`config.mk`:
```
export PLATFORM = sky130hd
export DESIGN_NAME = masked_color_rule_mapper
export DESIGN_NICKNAME = d
export VERILOG_FILES = /design/src/mcr_pkg.sv /design/src/masked_color_rule_mapper.sv /design/src/mcr_rule_table.sv /design/src/mcr_result.sv
export SDC_FILE = /design/constraint.sdc
export NUM_CORES = 2
export LEC_CHECK = 0
export BUFFER_PORTS_ARGS = -buffer_cell sky130_fd_sc_hd__buf_4
export CORE_MARGIN = 2
export CORE_UTILIZATION = 50
export DETAILED_ROUTE_END_ITERATION = 10
export PLACE_DENSITY = 0.66
export SLEW_MARGIN = 20
export SYNTH_ARGS = -nofsm -noshare
export SYNTH_HDL_FRONTEND = slang
export SYNTH_SLANG_ARGS = --single-unit
```
`constraint.sdc`:
```
create_clock -name clk -period 14.95 [get_ports clk]
set_input_delay 0 -clock clk [delete_from_list [all_inputs] [get_ports clk]]
set_output_delay 0 -clock clk [all_outputs]
set_load 0.02 [all_outputs]
```
`src/mcr_pkg.sv`:
```
// Shared types, codes and helpers of the masked color rule mapper.
`default_nettype none

package mcr_pkg;

    localparam int unsigned MAX_RULES = 16;
    localparam int unsigned CNT_W     = $clog2(MAX_RULES + 1);

    localparam logic [1:0] FUNC_PIXEL  = 2'd0;
    localparam logic [1:0] FUNC_ADD    = 2'd1;
    localparam logic [1:0] FUNC_REMOVE = 2'd2;

    localparam logic [2:0] ST_PIXEL    = 3'd0;
    localparam logic [2:0] ST_ADDED    = 3'd1;
    localparam logic [2:0] ST_FULL     = 3'd2;
    localparam logic [2:0] ST_REMOVED  = 3'd3;
    localparam logic [2:0] ST_NOTFOUND = 3'd4;

    typedef logic [MAX_RULES-1:0] rule_vec_t;
    typedef logic [CNT_W-1:0]     rule_cnt_t;

    typedef struct packed {
        logic [1:0]  func;
        logic [7:0]  red;
        logic [7:0]  green;
        logic [7:0]  blue;
        logic [7:0]  alpha;
        logic [31:0] match_color;
        logic [31:0] new_color;
        logic [31:0] match_mask;
        logic [31:0] write_mask;
    } mcr_in_t;

    typedef struct packed {
        logic [7:0] out_red;
        logic [7:0] out_green;
        logic [7:0] out_blue;
        logic [7:0] out_alpha;
        logic [2:0] status;
    } mcr_out_t;

    // Lookup results from the rule table for the item in the work stage
    typedef struct packed {
        logic        hit;
        logic [31:0] new_color;
        logic [31:0] write_mask;
        logic        full;
        logic        found;
    } mcr_lookup_t;

    function automatic logic [31:0] pack_argb(input mcr_in_t item);
        pack_argb = {item.alpha, item.red, item.green, item.blue};
    endfunction

endpackage

`default_nettype wire

```
`src/masked_color_rule_mapper.sv`:
```
// Top level of the masked color rule mapper: work stage, result register, rule table.
//
//  channel   direction  handshake             payload
//  in        sink       in_valid / in_ready   in_data  (mcr_in_t)
//  out       source     out_valid / out_ready out_data (mcr_out_t)
//
// One beat per cycle while out_ready is high; beats pass work stage then result reg.
// Each item sets and reads the rule table in the cycle it leaves the work stage,
// so the next item already sees the updated table.
// Reset empties the table at once (count cleared); no clearing pass.
// A stalled output holds its beat while the work stage still takes one more item.
`default_nettype none

module masked_color_rule_mapper
    import mcr_pkg::*;
(
    input  wire logic    clk,
    input  wire logic    rst_n,
    input  wire logic    in_valid,
    output logic         in_ready,
    input  wire mcr_in_t in_data,
    output logic         out_valid,
    input  wire logic    out_ready,
    output mcr_out_t     out_data
);

    logic        s1_valid_reg;
    logic        s1_valid_next;
    mcr_in_t     s1_reg;
    logic        out_valid_reg;
    logic        out_valid_next;
    mcr_out_t    out_reg;
    logic        s1_adv;
    logic        in_take;
    mcr_lookup_t lookup;
    mcr_out_t    result;

    assign s1_adv   = s1_valid_reg && (!out_valid_reg || out_ready);
    assign in_ready = !s1_valid_reg || s1_adv;
    assign in_take  = in_valid && in_ready;

    mcr_rule_table u_table (
        .clk    (clk),
        .rst_n  (rst_n),
        .commit (s1_adv),
        .item   (s1_reg),
        .lookup (lookup)
    );

    mcr_result u_result (
        .item   (s1_reg),
        .lookup (lookup),
        .result (result)
    );

    always_comb
    begin
        s1_valid_next = in_take ? 1'b1 : (s1_adv ? 1'b0 : s1_valid_reg);
        priority if (s1_adv)
            out_valid_next = 1'b1;
        else if (out_ready)
            out_valid_next = 1'b0;
        else
            out_valid_next = out_valid_reg;
    end

    always_ff @(posedge clk or negedge rst_n)
    begin
        if (!rst_n)
        begin
            s1_valid_reg  <= 1'b0;
            out_valid_reg <= 1'b0;
        end
        else
        begin
            s1_valid_reg  <= s1_valid_next;
            out_valid_reg <= out_valid_next;
        end
    end

    always_ff @(posedge clk)
    begin
        if (in_take)
            s1_reg <= in_data;
        if (s1_adv)
            out_reg <= result;
    end

    assign out_valid = out_valid_reg;
    assign out_data  = out_reg;

    a_stage_hold: assert property (@(posedge clk) disable iff (!rst_n)
        (s1_valid_reg && !s1_adv) |=> (s1_valid_reg && $stable(s1_reg)))
        else $error("work stage dropped or changed a held item");

    a_rule_zero_color: assert property (@(posedge clk) disable iff (!rst_n)
        (s1_adv && (s1_reg.func == FUNC_ADD || s1_reg.func == FUNC_REMOVE))
        |=> (out_data.out_red == 8'd0 && out_data.out_alpha == 8'd0))
        else $error("rule item result carries color");

    a_out_loaded: assert property (@(posedge clk) disable iff (!rst_n)
        s1_adv |=> out_valid_reg)
        else $error("advanced item did not reach the result register");

endmodule

`default_nettype wire

```
`src/mcr_rule_table.sv`:
```
// Rule table: entry storage, parallel match and removal search, table update.
`default_nettype none

module mcr_rule_table
    import mcr_pkg::*;
(
    input  wire logic        clk,
    input  wire logic        rst_n,
    input  wire logic        commit,
    input  wire mcr_in_t     item,
    output mcr_lookup_t      lookup
);

    logic [31:0] mc_reg [MAX_RULES];
    logic [31:0] nc_reg [MAX_RULES];
    logic [31:0] mm_reg [MAX_RULES];
    logic [31:0] wm_reg [MAX_RULES];
    logic [31:0] mc_next [MAX_RULES];
    logic [31:0] nc_next [MAX_RULES];
    logic [31:0] mm_next [MAX_RULES];
    logic [31:0] wm_next [MAX_RULES];

    rule_cnt_t   count_reg;
    rule_cnt_t   count_next;

    logic [31:0] pixel;
    rule_vec_t   live;
    rule_vec_t   match;
    rule_vec_t   match_first;
    rule_vec_t   key_hit;
    rule_vec_t   key_first;
    rule_vec_t   shift_mask;
    logic [31:0] sel_nc;
    logic [31:0] sel_wm;
    logic        full;
    logic        found;
    logic        do_add;
    logic        do_remove;

    assign pixel = pack_argb(item);
    assign full  = (count_reg == CNT_W'(MAX_RULES));

    always_comb
    begin
        for (int k = 0; k < MAX_RULES; k++)
        begin
            live[k]    = (CNT_W'(k) < count_reg);
            match[k]   = live[k] && ((pixel & mm_reg[k]) == (mc_reg[k] & mm_reg[k]));
            key_hit[k] = live[k] && (mc_reg[k] == item.match_color);
        end
    end

    // Isolate the lowest set bit: first rule in table order wins
    assign match_first = match & (~match + MAX_RULES'(1));
    assign key_first   = key_hit & (~key_hit + MAX_RULES'(1));
    assign found       = |key_hit;
    // Entries at or above the removed one; zero when the key is absent
    assign shift_mask  = ~(key_first - MAX_RULES'(1));

    always_comb
    begin
        sel_nc = '0;
        sel_wm = '0;
        for (int k = 0; k < MAX_RULES; k++)
        begin
            sel_nc = sel_nc | (nc_reg[k] & {32{match_first[k]}});
            sel_wm = sel_wm | (wm_reg[k] & {32{match_first[k]}});
        end
    end

    assign lookup = '{hit: |match, new_color: sel_nc, write_mask: sel_wm,
                      full: full, found: found};

    assign do_add    = commit && (item.func == FUNC_ADD) && !full;
    assign do_remove = commit && (item.func == FUNC_REMOVE) && found;

    always_comb
    begin
        for (int j = 0; j < MAX_RULES; j++)
        begin
            mc_next[j] = mc_reg[j];
            nc_next[j] = nc_reg[j];
            mm_next[j] = mm_reg[j];
            wm_next[j] = wm_reg[j];
            if (do_add && (CNT_W'(j) == count_reg))
            begin
                mc_next[j] = item.match_color;
                nc_next[j] = item.new_color;
                mm_next[j] = item.match_mask;
                wm_next[j] = item.write_mask;
            end
            else if (do_remove && shift_mask[j] && (j + 1 < MAX_RULES))
            begin
                mc_next[j] = mc_reg[(j + 1) % MAX_RULES];
                nc_next[j] = nc_reg[(j + 1) % MAX_RULES];
                mm_next[j] = mm_reg[(j + 1) % MAX_RULES];
                wm_next[j] = wm_reg[(j + 1) % MAX_RULES];
            end
        end
    end

    always_comb
    begin
        priority if (do_add)
            count_next = count_reg + CNT_W'(1);
        else if (do_remove)
            count_next = count_reg - CNT_W'(1);
        else
            count_next = count_reg;
    end

    always_ff @(posedge clk)
    begin
        for (int j = 0; j < MAX_RULES; j++)
        begin
            mc_reg[j] <= mc_next[j];
            nc_reg[j] <= nc_next[j];
            mm_reg[j] <= mm_next[j];
            wm_reg[j] <= wm_next[j];
        end
    end

    always_ff @(posedge clk or negedge rst_n)
    begin
        if (!rst_n)
            count_reg <= '0;
        else
            count_reg <= count_next;
    end

    a_count_bound: assert property (@(posedge clk) disable iff (!rst_n)
        count_reg <= CNT_W'(MAX_RULES))
        else $error("rule count above capacity");

    a_add_grows: assert property (@(posedge clk) disable iff (!rst_n)
        do_add |=> count_reg == $past(count_reg) + CNT_W'(1))
        else $error("add did not grow the table by one");

    a_remove_shrinks: assert property (@(posedge clk) disable iff (!rst_n)
        do_remove |=> count_reg == $past(count_reg) - CNT_W'(1))
        else $error("remove did not shrink the table by one");

    a_full_no_grow: assert property (@(posedge clk) disable iff (!rst_n)
        (commit && item.func == FUNC_ADD && full) |=> $stable(count_reg))
        else $error("add on a full table changed the count");

endmodule

`default_nettype wire

```
`src/mcr_result.sv`:
```
// Result former: applies the winning rule's write mask and picks the status code.
`default_nettype none

module mcr_result
    import mcr_pkg::*;
(
    input  wire mcr_in_t     item,
    input  wire mcr_lookup_t lookup,
    output mcr_out_t         result
);

    logic [31:0] pixel;
    logic [31:0] mapped;

    assign pixel  = pack_argb(item);
    assign mapped = lookup.hit
                  ? ((pixel & ~lookup.write_mask) | (lookup.new_color & lookup.write_mask))
                  : pixel;

    always_comb
    begin
        result = '0;
        unique case (item.func)
            FUNC_ADD:
                result.status = lookup.full ? ST_FULL : ST_ADDED;
            FUNC_REMOVE:
                result.status = lookup.found ? ST_REMOVED : ST_NOTFOUND;
            default:
            begin
                result.out_alpha = mapped[31:24];
                result.out_red   = mapped[23:16];
                result.out_green = mapped[15:8];
                result.out_blue  = mapped[7:0];
                result.status    = ST_PIXEL;
            end
        endcase
    end

endmodule

`default_nettype wire
```
---- Word level (Yosys, flattened, before mapping) ----
Memory sizes are Yosys's and may differ from the RTL's.
Index checks and enable logic that the tools add are counted.
word-level totals
  bits of input ports ..................... 166
  bits in writable memories ............... 2048
  output and inout bits ................... 37
  memories kept ........................... 4
  logic and storage cells ................. 410
  bits in registers ....................... 204
memories
  name            words  bits a word  rd ports  clocked after Yosys merged registers in  write ports  RTL line              text
  u_table.mc_reg  16     32           16        0                                        16           mcr_rule_table.sv:14  logic [31:0] mc_reg [MAX_RULES];
  u_table.mm_reg  16     32           16        0                                        16           mcr_rule_table.sv:16  logic [31:0] mm_reg [MAX_RULES];
  u_table.nc_reg  16     32           16        0                                        16           mcr_rule_table.sv:15  logic [31:0] nc_reg [MAX_RULES];
  u_table.wm_reg  16     32           16        0                                        16           mcr_rule_table.sv:17  logic [31:0] wm_reg [MAX_RULES];
operators by class
  $add $sub $neg .......................... 5
  multiplexer cells ....................... 134
  $lt $le $gt $ge ......................... 16
  equality and inequality tests ........... 50
  bitwise gates (word level) .............. 103
  reduce and logical (&&, ||, !) cells .... 81
operator list
  kind                                                       number
  two-way mux 32 bit                                         125
  bitwise AND 32 bit                                         66
  equality test 32 bit                                       32
  OR 32 bit                                                  31
  logical AND 1 bit                                          69
  equality test 4 x 5 -> 1 bit, first input constant         8
  less-than comparator 4 x 5 -> 1 bit, first input constant  8
  NOT 32 bit                                                 1
  OR reduction 16 bit                                        2
  NOT 15 bit                                                 2
  equality test 3 x 5 -> 1 bit, first input constant         4
  less-than comparator 3 x 5 -> 1 bit, first input constant  4
  adder 16 x 1 -> 16 bit, second input constant              1
  bitwise AND 16 bit                                         1
  NOT 16 bit                                                 1
  adder 15 x 1 -> 15 bit, second input constant              1
  bitwise AND 15 bit                                         1
  subtractor 15 x 1 -> 15 bit, second input constant         1
  equality test 2 x 5 -> 1 bit, first input constant         2
  less-than comparator 1 x 5 -> 1 bit, first input constant  2
  less-than comparator 2 x 5 -> 1 bit, first input constant  2
  two-way mux 5 bit                                          2
  case mux 3 bit (2 select lines)                            1
  nonzero test 2 bit                                         3
  13 further kinds                                           19

---- Longest topological paths before layout ----
An unclocked memory read counts as a cell.
  depth in word-level cells ............... 27
  gate-level depth with buffers ........... 17
  gate-level depth less buffers ........... 13

---- By module ----
A second synthesis with hierarchy kept.
second synthesis, totals
  cell total of the unflattened synthesis .. 8059
  area total of the unflattened synthesis .. 114841.4 um^2
by module, submodules not included
  module                    cells an instance  seq. area each (um^2)  instances  area each (um^2)
  mcr_rule_table            7706               61624.1                1          107997.3
  masked_color_rule_mapper  205                5965.7                 1          6019.5
  mcr_result                148                0.0                    1          824.5

---- Least setup slack after synthesis ----
OpenSTA, ideal clock, no wires.
  path kind ............................... register to register
  start ................................... reg s1_reg[112] (netlist name)
  end ..................................... mem u_table.mc_reg[0][0], enable pin
  required time ........................... 14.158 ns
  arrival ................................. 11.223 ns
  library setup time ...................... 0.792 ns
  buffers on the path ..................... 3
  stages on the path, launching flop included .. 11
  slack ................................... 2.935 ns
  period minus slack after synthesis ...... 12.015 ns
  cell sequence ........................... edfxtp_1 -> clkbuf_1 -> buf_2 -> clkbuf_1 -> xor2_1 -> nor4_1 -> nand4_1 -> o32a_1 -> o2111ai_1 -> nand2_1 -> o21ai_0
RTL lines
  item           RTL line
  end, declared  mcr_rule_table.sv:14

---- Worst setup path after layout ----
  start ................................... reg s1_reg[149] in the netlist's numbering
  end ..................................... reg out_reg, in the netlist out_data[9] (data pin)
between the ends
  cells in the longest elaborated chain, start to end .. 26
  elaborated cells between the ends (all ways) .. 119
  classes of those cells .................. add/sub: 1; eq/ne: 16; mux: 1; bitwise: 84; reduce/logical: 17
RTL lines
  item                      RTL line                        text
  start, declared           masked_color_rule_mapper.sv:29  mcr_in_t s1_reg;
  start signal, assigned    masked_color_rule_mapper.sv:84  s1_reg <= in_data;
  bitwise AND 32 bit        mcr_rule_table.sv:48            match[k] = live[k] && ((pixel & mm_reg[k]) == (mc_reg[k] & mm_reg[k]));
  equality test 32 bit      mcr_rule_table.sv:48
  logical AND 1 bit         mcr_rule_table.sv:48
  NOT 16 bit                mcr_rule_table.sv:54            assign match_first = match & (~match + MAX_RULES'(1));
  adder 16 x 1 -> 16 bit    mcr_rule_table.sv:54
  bitwise AND 16 bit        mcr_rule_table.sv:54
  bitwise AND 32 bit        mcr_rule_table.sv:67            sel_wm = sel_wm | (wm_reg[k] & {32{match_first[k]}});
  OR 32 bit (15 in series)  mcr_rule_table.sv:67
  NOT 32 bit                mcr_result.sv:17                ? ((pixel & ~lookup.write_mask) | (lookup.new_color & lookup.write_mask))
  bitwise AND 32 bit        mcr_result.sv:17
  OR 32 bit                 mcr_result.sv:17
  two-way mux 32 bit *      mcr_result.sv:17
  end signal, assigned      masked_color_rule_mapper.sv:86  out_reg <= result;
  end, declared             masked_color_rule_mapper.sv:32  mcr_out_t out_reg;
Every way passes the cells marked *; elsewhere a longest branch is shown, timed or not.
A chain may end at the register's enable or synchronous reset.

==> metrics.md <==
| Metric | Value |
|---|---|
| Core area | 232300 um^2 |
| Worst-Skew Late Latency | 0.91 ns |
| Post-Layout Cell Count | 12670 |
| Full die area | 237100 um^2 |
| Area of the mapped netlist | 116600 um^2 |
| Tightest Pin Transition | 1.311 ns |
| #FFs+latches synth | 2252 |
| TritonCTS clock tree | done |
| CTS max path bufs | 3 |
| Worst hold slack | 0.1057 ns |
| Clk_skew | 0.05738 ns |
| Worst Setup End Kind | register |
| Post-CTS Resized | 0 |
| Async set-reset flop share out of synthesis | 0.3108% |
| Fin crit share | 52.11% |
| Area growth syn-to-layout | 14.21% |
| Setup TNS | 0 ns |
| Relative slew slack | 12.57% |
| Hold Fails Final Rpt | 0 |
| Chip height | 486.9 um |
| Row cnt | 177 |
| Routed via count | 89600 |
| RSZ-0062 raised after global routing | no |
| First-pass GRT wire length | 712900 um |
| Count leader, synth | edfxtp_1 |
| Area leader, netlist | edfxtp_1 |
| DRC | 0 |
| Unique masters post-synth | 89 |
| Post-synth EDFFs | 2245 |
| Setup violators final | 0 |
| Antenna viol nets, final | 0 |
| Vias per cell | 7.074 |
| Wire length per cell | 42.35 um |
| Placed Cells | 11820 |
| Pre-CTS setup slack | 7.616 ns |
| Largest net degree at the start of global routing | 140 |
| H-tree Lvls | 4 |
| Post-layout net count | 9526 |
| Crit path DAT | 8.37 ns |
| Leak | 45.32 nW |
| Vias in the first global route | 83360 |
| Initial core utilization | 50.20% |
| GPL Wtd Cong | 1.026 |
| Iteration count of the initial detailed-routing pass | 9 |
| Maximum VDD drop | 0.1208 mV |
| CTS root buf | clkbuf_16 |
| Max Cap Viol | 0 |
| Worst-path fanout max | 35 |
| Crit path kind | reg -> reg |
| Top cells by area, synth | edfxtp_1 (58%), mux2_2 (16%), xor2_1 (4.9%) |
| Total GRT Usage | 43.98% |
| Setup crit start kind | register |
| GRT overflow | 0 |
| Post-DP HPWL | 353800 um |
| Hold Crit Class | in -> reg |
| Setup ws final | 7.159 ns |
| Width of the die | 486.9 um |
| Layout cells sized above 1 | 27.10% |
| Port bufs | 202 |
| Drt total wl | 536300 um |
| Antenna violations before repair | 37 |
| Number of DRC markers in iteration 0 | 16220 |
| Max Freq | 0.1284 GHz |
| Number of buffers created by CTS | 241 |
| Power per cell area | 111.5 nW/um^2 |
| Synth warnings | 0 |
| Clock sink count | 2252 |
| Ys flop type | edfxtp_1 |
| Status | finished clean |
| Avg Inst Size Synth | 12.99 um^2 |
| Gate Count Post-Synth | 8977 |
| Area fraction of the dominant cell type after synthesis | 57.81% |
| Clk slew on worst S/H paths | 0.07 ns |
| Fin crit period | 7.791 ns |
| Commonest cells in the netlist | edfxtp_1 (2245), mux2_2 (1637), nand2_1 (1118) |
| Synthesized Nets | 9150 |
| Seq/Total Area, Yosys | 57.96% |
| Worst endpoint required time | 15.53 ns |
| I/O pin count | 203 |
| Max Slew Vio Count | 0 |
==> routing by layer <==
layer	up-vias	GRT usage, %	routed length [um]
li1	34790	-	-
met1	45280	60.37	204200
met2	8144	61.20	220500
met3	1372	15.70	80160
met4	16	21.96	30920
met5	-	1.694	590
==> timing repair <==
item / in CTS / in global routing
hold buffers: 330 / 0
buffers inserted: 0 / 0
hold endpoints to repair: 201 / 0
==> critical path, cell delays in order, from the launching register on <==
cell	delay [ns]
edfxtp_1	0.95
buf_4	0.60
xor2_1	0.20
a22oi_1	0.28
nand4_1	0.22
nor3_2	0.91
nand2_2	0.08
buf_4	0.37
nand3_2	0.72
nor4_4	0.07
buf_4	0.33
a2111oi_0	0.72
nand4b_1	0.99
nor2_1	0.70
a211oi_1	0.14
==> metrics by stage <==
stage               util [%]  cell area [um^2]  power (mW)
floorplan                  -            116600       7.996
global placement       52.43            121800       8.673
detailed placement     52.44            121800       8.674
CTS                    57.24            133000       14.76
global route           57.27            133100       15.07
finish                 57.33            133200       14.85
==> final timing paths <==
path / start / to / slack (ns) / cells after the start
max: s1_reg[149] / out_data[9] / 7.16 / 14
min: out_ready / out_valid / 0.11 / 4
max reg2reg: s1_reg[149] / out_data[9] / 7.16 / 14
min reg2reg: u_table.nc_reg[1][47] / u_table.nc_reg[1][15] / 0.55 / 2
max in group asynchronous: rst_n / u_table.count_reg[2] / 14.42 / 3
min in group asynchronous: rst_n / u_table.count_reg[1] / 0.18 / 3
==> power breakdown <==
group | switching [mW] | internal [mW]
Combinational | 0.977 | 0.461
Clock | 2.70 | 3.45
Sequential | 0.202 | 7.06
==> cell families after synthesis <==
family	Yosys count	synth area share (%)
fa+ha+maj	7	0.07510
mux	1642	15.85
simple gates	2172	8.567
buf+inv	772	2.740
flops	2252	57.96
compound gates	1104	7.085
xor+xnor	1028	7.721
==> area by class of cell <==
cell class	instances	area, um^2
inverter	72	270.3
tap	3043	3807
timing repair buffer	833	7156
sequential	2252	67590
antenna	66	165.2
fill	18820	99130
multi-input combinational	5953	46330
clock buffer	296	6259
clock inverter	151	1599
==> cells in the final DEF (no fill, tap or decap), types with 54 or more instances in the layout <==
cell type	netlist	final
edfxtp_1	2245	2245
xnor2_1	382	382
a21oi_1	97	97
clkinv_1	0	61
xor2_1	646	646
nor4_1	88	82
nor3_1	90	79
buf_4	33	494
clkbuf_1	512	54
a22oi_1	394	394
nor2_1	236	230
a221oi_1	96	95
mux2_2	1637	1637
nand4_1	234	234
nand2_1	1118	1104
o21ai_0	104	99
dlygate4sd3_1	0	330
diode_2	0	66
inv_1	71	70
a31oi_1	58	57
clkbuf_16	0	242
nand3_1	225	220
No activity file was read; power rests on OpenSTA's default activity.
